$ cat src/design/warmup_modified_moving_average_defines.svh
// Assertion macros shared by the warmup moving average design.
// Has an include guard; no dependencies.
`ifndef WARMUP_MODIFIED_MOVING_AVERAGE_DEFINES_SVH
`define WARMUP_MODIFIED_MOVING_AVERAGE_DEFINES_SVH

// Checks a property at every rising clock edge outside reset.
`define WMMA_ASSERT(label, clk, rst, prop) \
   label: assert property (@(posedge clk) disable iff (rst) prop) \
      else $error("wmma check failed");

// Checks a property at every rising clock edge, reset included.
`define WMMA_ASSERT_ALWAYS(label, clk, prop) \
   label: assert property (@(posedge clk) prop) \
      else $error("wmma check failed");

`endif

$ cat src/design/wmma_pkg.sv
// Types and constants of the warmup modified moving average block.
// No dependencies.
package wmma_pkg;

   localparam int WINDOW_W     = 11;
   localparam int SAMPLE_W     = 32;
   localparam int SUM_W        = 42;
   localparam int PROD_W       = 44;
   localparam int MAG_W        = 42;
   localparam int DIV_CNT_W    = 6;

   localparam logic [WINDOW_W-1:0]  MAX_WINDOW   = 11'd1024;
   localparam logic [WINDOW_W-1:0]  WINDOW_RESET = 11'd16;
   localparam logic [DIV_CNT_W-1:0] DIV_LAST     = 6'(MAG_W - 1);

   typedef enum logic [2:0] {
      ST_IDLE,
      ST_MUL,
      ST_SETUP,
      ST_DIV,
      ST_FINISH
   } wmma_state_type;

endpackage

$ cat src/design/warmup_modified_moving_average.sv
// Per-item averaging over a window: cumulative mean while the window fills,
// then a modified moving average. One shared restoring divider does the work.
// Depends on wmma_pkg and warmup_modified_moving_average_defines.svh.
//
// Each item is a signed Q16.16 sample; each result is the updated average in
// the same format plus a flag that is set once window_size samples have been
// taken. Divisions truncate toward zero. After an item is accepted, the block
// updates the sum or forms the multiply, forms the dividend magnitude, runs
// 42 steps of the radix-2 divider (one quotient bit per cycle over the 42-bit
// magnitude), writes the average back, and returns to idle, where the next item
// can be accepted. The result register lets the next item start while the
// previous result still waits to be taken; that item then holds in its
// write-back cycle until the result register frees. window_size values outside
// 1..1024 are clamped, and a write takes effect from the next item without
// clearing the running state.

`include "warmup_modified_moving_average_defines.svh"

module warmup_modified_moving_average
   import wmma_pkg::*;
(
   input  logic                       clock,
   input  logic                       reset,

   input  logic                       req_valid,
   output logic                       req_ready,
   input  logic signed [SAMPLE_W-1:0] req_sample,

   output logic                       rsp_valid,
   input  logic                       rsp_ready,
   output logic signed [SAMPLE_W-1:0] rsp_average,
   output logic                       rsp_window_full,

   input  logic                       csr_valid,
   output logic                       csr_ready,
   input  logic [WINDOW_W-1:0]        csr_window_size
);

   wmma_state_type state_ff, state_in;

   logic [WINDOW_W-1:0]        window_size_ff, window_size_in;
   logic signed [SAMPLE_W-1:0] sample_ff, sample_in;
   logic [WINDOW_W-1:0]        win_ff, win_in;
   logic                       fill_ff, fill_in;
   logic signed [SUM_W-1:0]    running_sum_ff, running_sum_in;
   logic [WINDOW_W-1:0]        fill_count_ff, fill_count_in;
   logic signed [SAMPLE_W-1:0] average_ff, average_in;
   logic signed [PROD_W-1:0]   prod_ff, prod_in;
   logic                       neg_ff, neg_in;
   logic [WINDOW_W-1:0]        rem_ff, rem_in;
   logic [MAG_W-1:0]           quo_ff, quo_in;
   logic [WINDOW_W-1:0]        divisor_ff, divisor_in;
   logic [DIV_CNT_W-1:0]       div_cnt_ff, div_cnt_in;
   logic                       rsp_valid_ff, rsp_valid_in;
   logic signed [SAMPLE_W-1:0] rsp_average_ff, rsp_average_in;
   logic                       rsp_window_full_ff, rsp_window_full_in;

   logic                       out_free;
   logic [WINDOW_W-1:0]        eff_win;
   logic signed [SUM_W:0]      sum_wide;
   logic signed [SUM_W-1:0]    sum_sat;
   logic [WINDOW_W-1:0]        win_m1;
   logic signed [PROD_W-1:0]   product;
   logic signed [PROD_W-1:0]   num;
   logic [PROD_W-1:0]          num_abs;
   logic [WINDOW_W:0]          trial;
   logic [WINDOW_W:0]          diff;
   logic                       trial_ge;
   logic [SAMPLE_W-1:0]        avg_res;

   // ---------------------------------------------------------------
   // Datapath helpers
   // ---------------------------------------------------------------
   always_comb begin
      if (window_size_ff == '0) begin
         eff_win = 11'd1;
      end else if (window_size_ff > MAX_WINDOW) begin
         eff_win = MAX_WINDOW;
      end else begin
         eff_win = window_size_ff;
      end

      sum_wide = {running_sum_ff[SUM_W-1], running_sum_ff}
               + {{(SUM_W+1-SAMPLE_W){sample_ff[SAMPLE_W-1]}}, sample_ff};
      // The two top bits differ only when the sum left the 42-bit range.
      if (sum_wide[SUM_W] != sum_wide[SUM_W-1]) begin
         sum_sat = sum_wide[SUM_W] ? {1'b1, {(SUM_W-1){1'b0}}}
                                   : {1'b0, {(SUM_W-1){1'b1}}};
      end else begin
         sum_sat = sum_wide[SUM_W-1:0];
      end

      win_m1  = win_ff - 11'd1;
      product = average_ff * $signed({1'b0, win_m1});

      if (fill_ff) begin
         num = {{(PROD_W-SUM_W){running_sum_ff[SUM_W-1]}}, running_sum_ff};
      end else begin
         num = prod_ff + {{(PROD_W-SAMPLE_W){sample_ff[SAMPLE_W-1]}}, sample_ff};
      end
      num_abs = num[PROD_W-1] ? (-num) : num;

      trial    = {rem_ff, quo_ff[MAG_W-1]};
      diff     = trial - {1'b0, divisor_ff};
      trial_ge = (trial >= {1'b0, divisor_ff});

      avg_res = neg_ff ? (-quo_ff[SAMPLE_W-1:0]) : quo_ff[SAMPLE_W-1:0];
   end

   assign out_free = !rsp_valid_ff || rsp_ready;

   // ---------------------------------------------------------------
   // Sequencer: next state
   // ---------------------------------------------------------------
   always_comb begin
      state_in = state_ff;
      unique case (state_ff)
         ST_IDLE: begin
            if (req_valid) begin
               state_in = ST_MUL;
            end
         end
         ST_MUL: begin
            state_in = ST_SETUP;
         end
         ST_SETUP: begin
            state_in = ST_DIV;
         end
         ST_DIV: begin
            if (div_cnt_ff == DIV_LAST) begin
               state_in = ST_FINISH;
            end
         end
         ST_FINISH: begin
            if (out_free) begin
               state_in = ST_IDLE;
            end
         end
         default: begin
            state_in = ST_IDLE;
         end
      endcase
   end

   // ---------------------------------------------------------------
   // Sequencer: datapath and outputs
   // ---------------------------------------------------------------
   always_comb begin
      window_size_in     = csr_valid ? csr_window_size : window_size_ff;
      sample_in          = sample_ff;
      win_in             = win_ff;
      fill_in            = fill_ff;
      running_sum_in     = running_sum_ff;
      fill_count_in      = fill_count_ff;
      average_in         = average_ff;
      prod_in            = prod_ff;
      neg_in             = neg_ff;
      rem_in             = rem_ff;
      quo_in             = quo_ff;
      divisor_in         = divisor_ff;
      div_cnt_in         = div_cnt_ff;
      rsp_valid_in       = rsp_valid_ff && !rsp_ready;
      rsp_average_in     = rsp_average_ff;
      rsp_window_full_in = rsp_window_full_ff;

      unique case (state_ff)
         ST_IDLE: begin
            if (req_valid) begin
               sample_in = req_sample;
               win_in    = eff_win;
               fill_in   = (fill_count_ff < eff_win);
            end
         end
         ST_MUL: begin
            if (fill_ff) begin
               running_sum_in = sum_sat;
               fill_count_in  = fill_count_ff + 11'd1;
            end else begin
               prod_in = product;
            end
         end
         ST_SETUP: begin
            neg_in     = num[PROD_W-1];
            quo_in     = num_abs[MAG_W-1:0];
            rem_in     = '0;
            divisor_in = fill_ff ? fill_count_ff : win_ff;
            div_cnt_in = '0;
         end
         ST_DIV: begin
            rem_in     = trial_ge ? diff[WINDOW_W-1:0] : trial[WINDOW_W-1:0];
            quo_in     = {quo_ff[MAG_W-2:0], trial_ge};
            div_cnt_in = div_cnt_ff + 6'd1;
         end
         ST_FINISH: begin
            // The quotient registers hold still here, so repeating the
            // write-back while the result register is busy is harmless.
            average_in = avg_res;
            if (out_free) begin
               rsp_valid_in       = 1'b1;
               rsp_average_in     = avg_res;
               rsp_window_full_in = (fill_count_ff >= win_ff);
            end
         end
         default: begin
         end
      endcase
   end

   assign req_ready       = (state_ff == ST_IDLE);
   assign csr_ready       = 1'b1;
   assign rsp_valid       = rsp_valid_ff;
   assign rsp_average     = rsp_average_ff;
   assign rsp_window_full = rsp_window_full_ff;

   // ---------------------------------------------------------------
   // Registers
   // ---------------------------------------------------------------
   always_ff @(posedge clock) begin
      if (reset) begin
         state_ff       <= ST_IDLE;
         window_size_ff <= WINDOW_RESET;
         running_sum_ff <= '0;
         fill_count_ff  <= '0;
         average_ff     <= '0;
         rsp_valid_ff   <= 1'b0;
      end else begin
         state_ff       <= state_in;
         window_size_ff <= window_size_in;
         running_sum_ff <= running_sum_in;
         fill_count_ff  <= fill_count_in;
         average_ff     <= average_in;
         rsp_valid_ff   <= rsp_valid_in;
      end
   end

   always_ff @(posedge clock) begin
      sample_ff          <= sample_in;
      win_ff             <= win_in;
      fill_ff            <= fill_in;
      prod_ff            <= prod_in;
      neg_ff             <= neg_in;
      rem_ff             <= rem_in;
      quo_ff             <= quo_in;
      divisor_ff         <= divisor_in;
      div_cnt_ff         <= div_cnt_in;
      rsp_average_ff     <= rsp_average_in;
      rsp_window_full_ff <= rsp_window_full_in;
   end

   // ---------------------------------------------------------------
   // Assertions
   // ---------------------------------------------------------------
   `WMMA_ASSERT(a_accept_starts_work, clock, reset, (req_valid && req_ready) |=> (state_ff == ST_MUL && !req_ready))
   `WMMA_ASSERT(a_div_ends_on_count, clock, reset, (state_ff == ST_DIV && div_cnt_ff == DIV_LAST) |=> (state_ff == ST_FINISH))
   `WMMA_ASSERT(a_fill_bounded, clock, reset, (state_ff == ST_FINISH && fill_ff) |-> (fill_count_ff <= win_ff && fill_count_ff != '0))
   `WMMA_ASSERT(a_result_from_finish, clock, reset, $rose(rsp_valid) |-> $past(state_ff == ST_FINISH))

endmodule

$ cat config.mk
export PLATFORM = sky130hd
export DESIGN_NAME = warmup_modified_moving_average
export DESIGN_NICKNAME = d
export VERILOG_FILES = /design/src/design/wmma_pkg.sv /design/src/design/warmup_modified_moving_average.sv
export VERILOG_INCLUDE_DIRS = /design/src /design/src/design
export SDC_FILE = /design/constraint.sdc
export NUM_CORES = 2
export LEC_CHECK = 0
export ABC_AREA = 1
export BUFFER_PORTS_ARGS = -buffer_cell sky130_fd_sc_hd__buf_2
export CAP_MARGIN = 15
export CORE_UTILIZATION = 70
export DETAILED_ROUTE_END_ITERATION = 12
export PLACE_DENSITY = 0.88
export RECOVER_POWER = 25
export SLEW_MARGIN = 20
export SYNTH_ARGS = -nofsm -noshare
export SYNTH_HDL_FRONTEND = slang
export SYNTH_SLANG_ARGS = --single-unit
$ cat constraint.sdc
create_clock -name clock -period 15.6 [get_ports clock]
set_clock_uncertainty 0.2 [all_clocks]
set_input_delay 1.56 -clock clock [delete_from_list [all_inputs] [get_ports clock]]
set_output_delay 1.56 -clock clock [all_outputs]
set_load 0.01 [all_outputs]
Word-level counts from Yosys, hierarchy flattened
Cells that the tools add are included.
{"block": "totals", "register_bits": 292, "input_bits": 48, "out_inout_bits": 36, "elab_cells": 70}
{"block": "classes", "n_addsub": 8, "n_mul": 1, "order_cmp": 4, "n_eq_ne": 9, "mux": 18, "bitwise": 1, "n_reduce_logical": 12}
{"op": "$mux W42", "n": 3}
{"op": "$pmux W42 S2", "n": 1}
{"op": "$add A44 B44 Y44", "n": 1}
{"op": "$mul A32 B12 Y44", "n": 1}
{"op": "$mux W11", "n": 4}
{"op": "$mux W44", "n": 1}
{"op": "$add A42 B32 Y43", "n": 1}
{"op": "$neg A42 Y42", "n": 1}
{"op": "$mux W32", "n": 1}
{"op": "$neg A32 Y32", "n": 1}
{"op": "$pmux W11 S2", "n": 1}
{"op": "$pmux W3 S5", "n": 1}
{"op": "$ge A12 B11 Y1", "n": 1}
{"op": "$pmux W6 S2", "n": 1}
{"op": "$add A11 B1 Y11 const B", "n": 1}
{"op": "$ge A11 B11 Y1", "n": 1}
{"op": "$gt A11 B11 Y1 const B", "n": 1}
{"op": "$logic_not A11 Y1", "n": 1}
{"op": "$lt A11 B11 Y1", "n": 1}
{"op": "$sub A11 B1 Y11 const B", "n": 1}
{"op": "$sub A11 B11 Y11", "n": 1}
{"op": "$mux W3", "n": 3}
{"op": "$reduce_and A2 Y1", "n": 4}
{"op": "$add A6 B1 Y6 const B", "n": 1}
{"op": "other kinds (14)", "n": 19}

Longest topological paths before layout
{"block": "logic_depth", "ltp_word": 5, "mapped_depth": 38, "ltp_nobuf": 37}

Least setup slack after synthesis
Ideal clock, no wire load.
{"block": "synth_timing", "kind": "register -> register", "start": "reg win_ff[0]", "end": "reg prod_ff[39] (data pin)", "setup_time_ns": 0.259, "arrival_ns": 6.475, "required_ns": 15.141, "path_slack_ns": 8.667, "path_stages_with_launch": 33, "path_buffers": 3, "period_less_slack_ns": 6.933, "cell_sequence": "edfxtp_1 > inv_1 > clkbuf_1 > ha_1 > inv_1 > nor2_1 > nand2_1 > nand2_1 > nand2_1 > inv_1 > clkbuf_1 > clkbuf_1 > nand2_1 > fa_1 > inv_1 > fa_1 > fa_1 > fa_1 > inv_1 > fa_1 > inv_1 > ha_1 > a21oi_1 > nor2_1 > o21ai_0 > nand2_1 > nand2_1 > o2111ai_1 > a31oi_1 > o21ai_0 > nand3_1 > nand2_1 > xor2_1"}
{"block": "synth_via", "elab_chain_cells": 2}
{"element": "start: declaration", "line_no": "warmup_modified_moving_average.sv:43", "text": "logic [WINDOW_W-1:0] win_ff, win_in;"}
{"element": "start signal: assignment", "line_no": "warmup_modified_moving_average.sv:238", "text": "win_ff <= win_in;"}
{"element": "$sub A11 B1 Y11", "line_no": "warmup_modified_moving_average.sv:93", "text": "win_m1 = win_ff - 11'd1;"}
{"element": "$mul A32 B12 Y44", "line_no": "warmup_modified_moving_average.sv:94", "text": "product = average_ff * $signed({1'b0, win_m1});"}
{"element": "net product[39]", "line_no": "warmup_modified_moving_average.sv:63", "text": "logic signed [PROD_W-1:0] product;"}
{"element": "end signal: assignment", "line_no": "warmup_modified_moving_average.sv:240", "text": "prod_ff <= prod_in;"}
{"element": "end: declaration", "line_no": "warmup_modified_moving_average.sv:48", "text": "logic signed [PROD_W-1:0] prod_ff, prod_in;"}
The timed path passes the listed nets, and every way through them passes these cells.
A chain may end at the register's enable or synchronous reset.

Worst setup path in the final report
Same ends and word-level chain as after synthesis.

==> flow_summary.ini <==
[status]
status = finished, violations left
violations = max-capacitance violations, max-slew violations

[place]
place_area_um2 = 32700
io_buffers = 82
gp_congestion = 1.08
place_inst = 4777
dp_hpwl_mm = 79.6

[critical_path]
crit_top_cell = inv_1
worstSetupStartpoint = win_ff[0]
cp.required_ns = 15.71
slowest_stage = clkinv_1
cp.arrival_ns = 9.10
crit_path_end_kind = flop
r2r_setup_slack_ns = 6.62
start_kind = flop
cp_max_fo = 30
max_stage_delay_ns = 0.97
rr_startpoint = win_ff[0]
criticalPathCategory = flop to flop

[logic_synthesis]
synth-compound-area-share_pct = 9.83
muxShareOfSynthArea_pct = 0
synth_xor_area_share_pct = 4.10
yosys-top-cells-area = fa_1 19%, edfxtp_1 18%, nand2_1 12%, inv_1 9.7%, ha_1 8.5%
synth_seq_cells = 292
ys_seq_area_share_pct = 24.4
synthArstFlopShare_pct = 0
synth-main-ff-cell = edfxtp_1
yosys.area.top_type_share_pct = 19.3
ys_types = 59
synth_top_family_by_area = adder cells
synth_area_um2 = 31900
synthSimpleGateAreaFrac_pct = 22.2
yosys.area.top_type = fa_1
syn_nets = 4782
yosys.area_share.adder_pct = 27.9
synth-edff-count = 192
synth_warnings = 0
netlist_instances = 4209
syn_avg_cell_area_um2 = 7.57

[cts]
cts_tree = built
cts_root_buf = clkbuf_16
cts_buffers = 35
hold_buffers = 0
cts.sinks = 292
insertion_delay_ns = 0.59
cts.repair.resized = 0
cts_setup_buffers = 0
clockBufferDepth = 3
clk_pin_slew_ns = 0.06
cts_max_level = 2

[min_path]
hold_start = window_size_ff[10]
hold_path_class = flop to flop

[cells_and_area]
multiInputGateArea_um2 = 20500
stdcell_area_um2 = 33900
seqCellArea_um2 = 7770
layout.nets = 4795
drive_above_1_share_pct = 6.50
fillers = 3303
area_growth_pct = 6.47
layout.cells.non_filler = 4848

[global_route]
track_usage_pct = 44.8
antenna_found_initial = 12
first_global_vias = 28609
grt_max_degree = 68
gr-total-overflow = 0
grt_pass1_wl_mm = 158

[detailed_routing]
wire_per_inst_um = 21.1
viasPerCell = 6.04
drtPass1Iterations = 9
antenna_left = 0
routed-via-count = 29273
drt-initial-drc-count = 3405
drt_wl_total_mm = 102
post-route-drc-count = 0

[sta]
max_slew_margin_pct = -129
layout_min_cycle_time_ns = 8.98
fin_tns_setup_ns = 0
fin_crit_sh_pct = 57.6
final_max_slew_viol_count = 104
final-setup-viol-count = 0
worstMarginPinSlew_ns = 3.44
rsz0062_at_grt = false
hold_viol = 0
max_freq_ghz = 0.111

[pwr]
p_int_w = 0.00339
powerDensity_nw_per_um2 = 222
comb_power_share_pct = 68.2
switching_power_w = 0.00414
p_clk_share_pct = 11.9
p_seq_share_pct = 19.9
p_leak_nw = 16.9
power_w = 0.00753
ir_worst_vdd_mv = 0.292
swShare_pct = 55.0

[job]
cap_violations = 2

[floorplanning]
pin_count = 84
start_util_pct = 71.4
die_area_um2 = 46400
rows = 77
die_h_um = 215
coreArea_um2 = 44600
die_w_um = 215
## Yosys cell counts (all sizes together), types with 14 or more instances
library cell,number
nand2,1037
inv,846
nor2,384
fa,308
a21oi,241
o21ai,240
ha,217
edfxtp,192
nand3,170
dfxtp,100
xor2,98
clkbuf,88
xnor2,51
buf,34
nor3,33
nand4,31
or2,26
a221oi,17
a31oi,14
## routing by layer
layer	wire [um]	vias to the layer above	track usage, %
met5	188	-	1.35
met4	5290	16	20.4
met3	15200	402	16.5
met2	43800	1899	67.2
met1	37600	13795	57.7
li1	-	13161	-
## final cells by class
type                    instances  area share (%)
well taps                     592            2.18
inverters                     851            9.42
clock inverters                19           0.738
clock buffers                  45            2.87
multi-input cells            2944            60.3
repair buffers                 98            1.54
flip-flops and latches        292            22.9
diodes                          7          0.0516
## final timing paths
check,end,cells past startpoint
worst max register to register,prod_ff[39],28
worst max-delay path,prod_ff[39],28
worst min register to register,win_ff[10],0
worst min-delay path,win_ff[10],0
## power by group through the flow
| stage | Sequential, W | Clock (W) | Combinational (W) |
|---|---|---|---|
| finish | 0.00150 | 0.000894 | 0.00514 |
| global placement | 0.00148 | 0 | 0.00479 |
| CTS | 0.00147 | 0.000888 | 0.00501 |
| detailed placement | 0.00149 | 0 | 0.00493 |
| global route | 0.00151 | 0.000916 | 0.00564 |
| floorplan | 0.00135 | 0 | 0.00359 |
## placed cells by master, fill, tap and decap left out, types with 9 or more instances in the layout
master | netlist | routed
inv_1 | 825 | 824
clkbuf_16 | 0 | 35
o21ai_0 | 203 | 203
nand2_1 | 1016 | 1015
xor2_1 | 98 | 96
xnor2_1 | 51 | 51
a21o_1 | 12 | 12
buf_4 | 3 | 14
or2_2 | 25 | 25
a221oi_1 | 17 | 17
buf_2 | 16 | 82
o21bai_1 | 11 | 11
nor3_1 | 30 | 29
inv_2 | 20 | 20
nand2_2 | 18 | 19
a21oi_1 | 237 | 236
fa_1 | 308 | 308
nor2_1 | 365 | 362
nor2_2 | 13 | 13
nand3_1 | 163 | 162
a31oi_1 | 14 | 14
o21a_1 | 9 | 9
ha_1 | 217 | 217
nand4_1 | 29 | 29
dfxtp_1 | 100 | 100
edfxtp_1 | 192 | 192
o21ai_1 | 30 | 30
nor4_1 | 9 | 9
## critical path: cells and delay by family, from the launching register on
kind                       cells  cell delay (ns)
adders and majority gates      7             3.27
xor gates and xnor gates       1             0.13
DFF                            1             0.52
AOI/OAI and AO/OA              5             1.19
and+or+nand+nor                8             1.15
buffers and inverters          7             2.22
## per-stage QoR
| step | utilization [%] | setup WS (ns) | hold slack, ns |
|---|---|---|---|
| 6_report | 76.1 | 6.62 | 0.262 |
| 5_1_grt | 76.0 | 6.23 | 0.284 |
| 4_1_cts | 76.1 | 6.98 | 0.262 |
| 3_5_place_dp | 73.3 | 7.04 | 0.249 |
| 3_3_place_gp | 73.3 | 7.29 | 0.247 |
| 2_1_floorplan | - | 8.67 | 0.252 |
## kinds of logic (layout without fill, tap and decap cells)
family,Yosys count,in the layout
AOI/OAI and AO/OA,569,569
xor gates and xnor gates,149,149
adders and majority gates,525,525
buffers and inverters,973,1013
DFF,292,292
other,1,8
and+or+nand+nor,1700,1700
## registers in the layout (all words and copies together), names as in the netlist, 6 cells and up
register	count
average_ff	32
div_cnt_ff	6
divisor_ff	11
fill_count_ff	11
prod_ff	44
quo_ff	42
rem_ff	11
rsp_average	32
running_sum_ff	42
sample_ff	32
win_ff	11
window_size_ff	11
No activity file was read; power rests on OpenSTA's default activity.
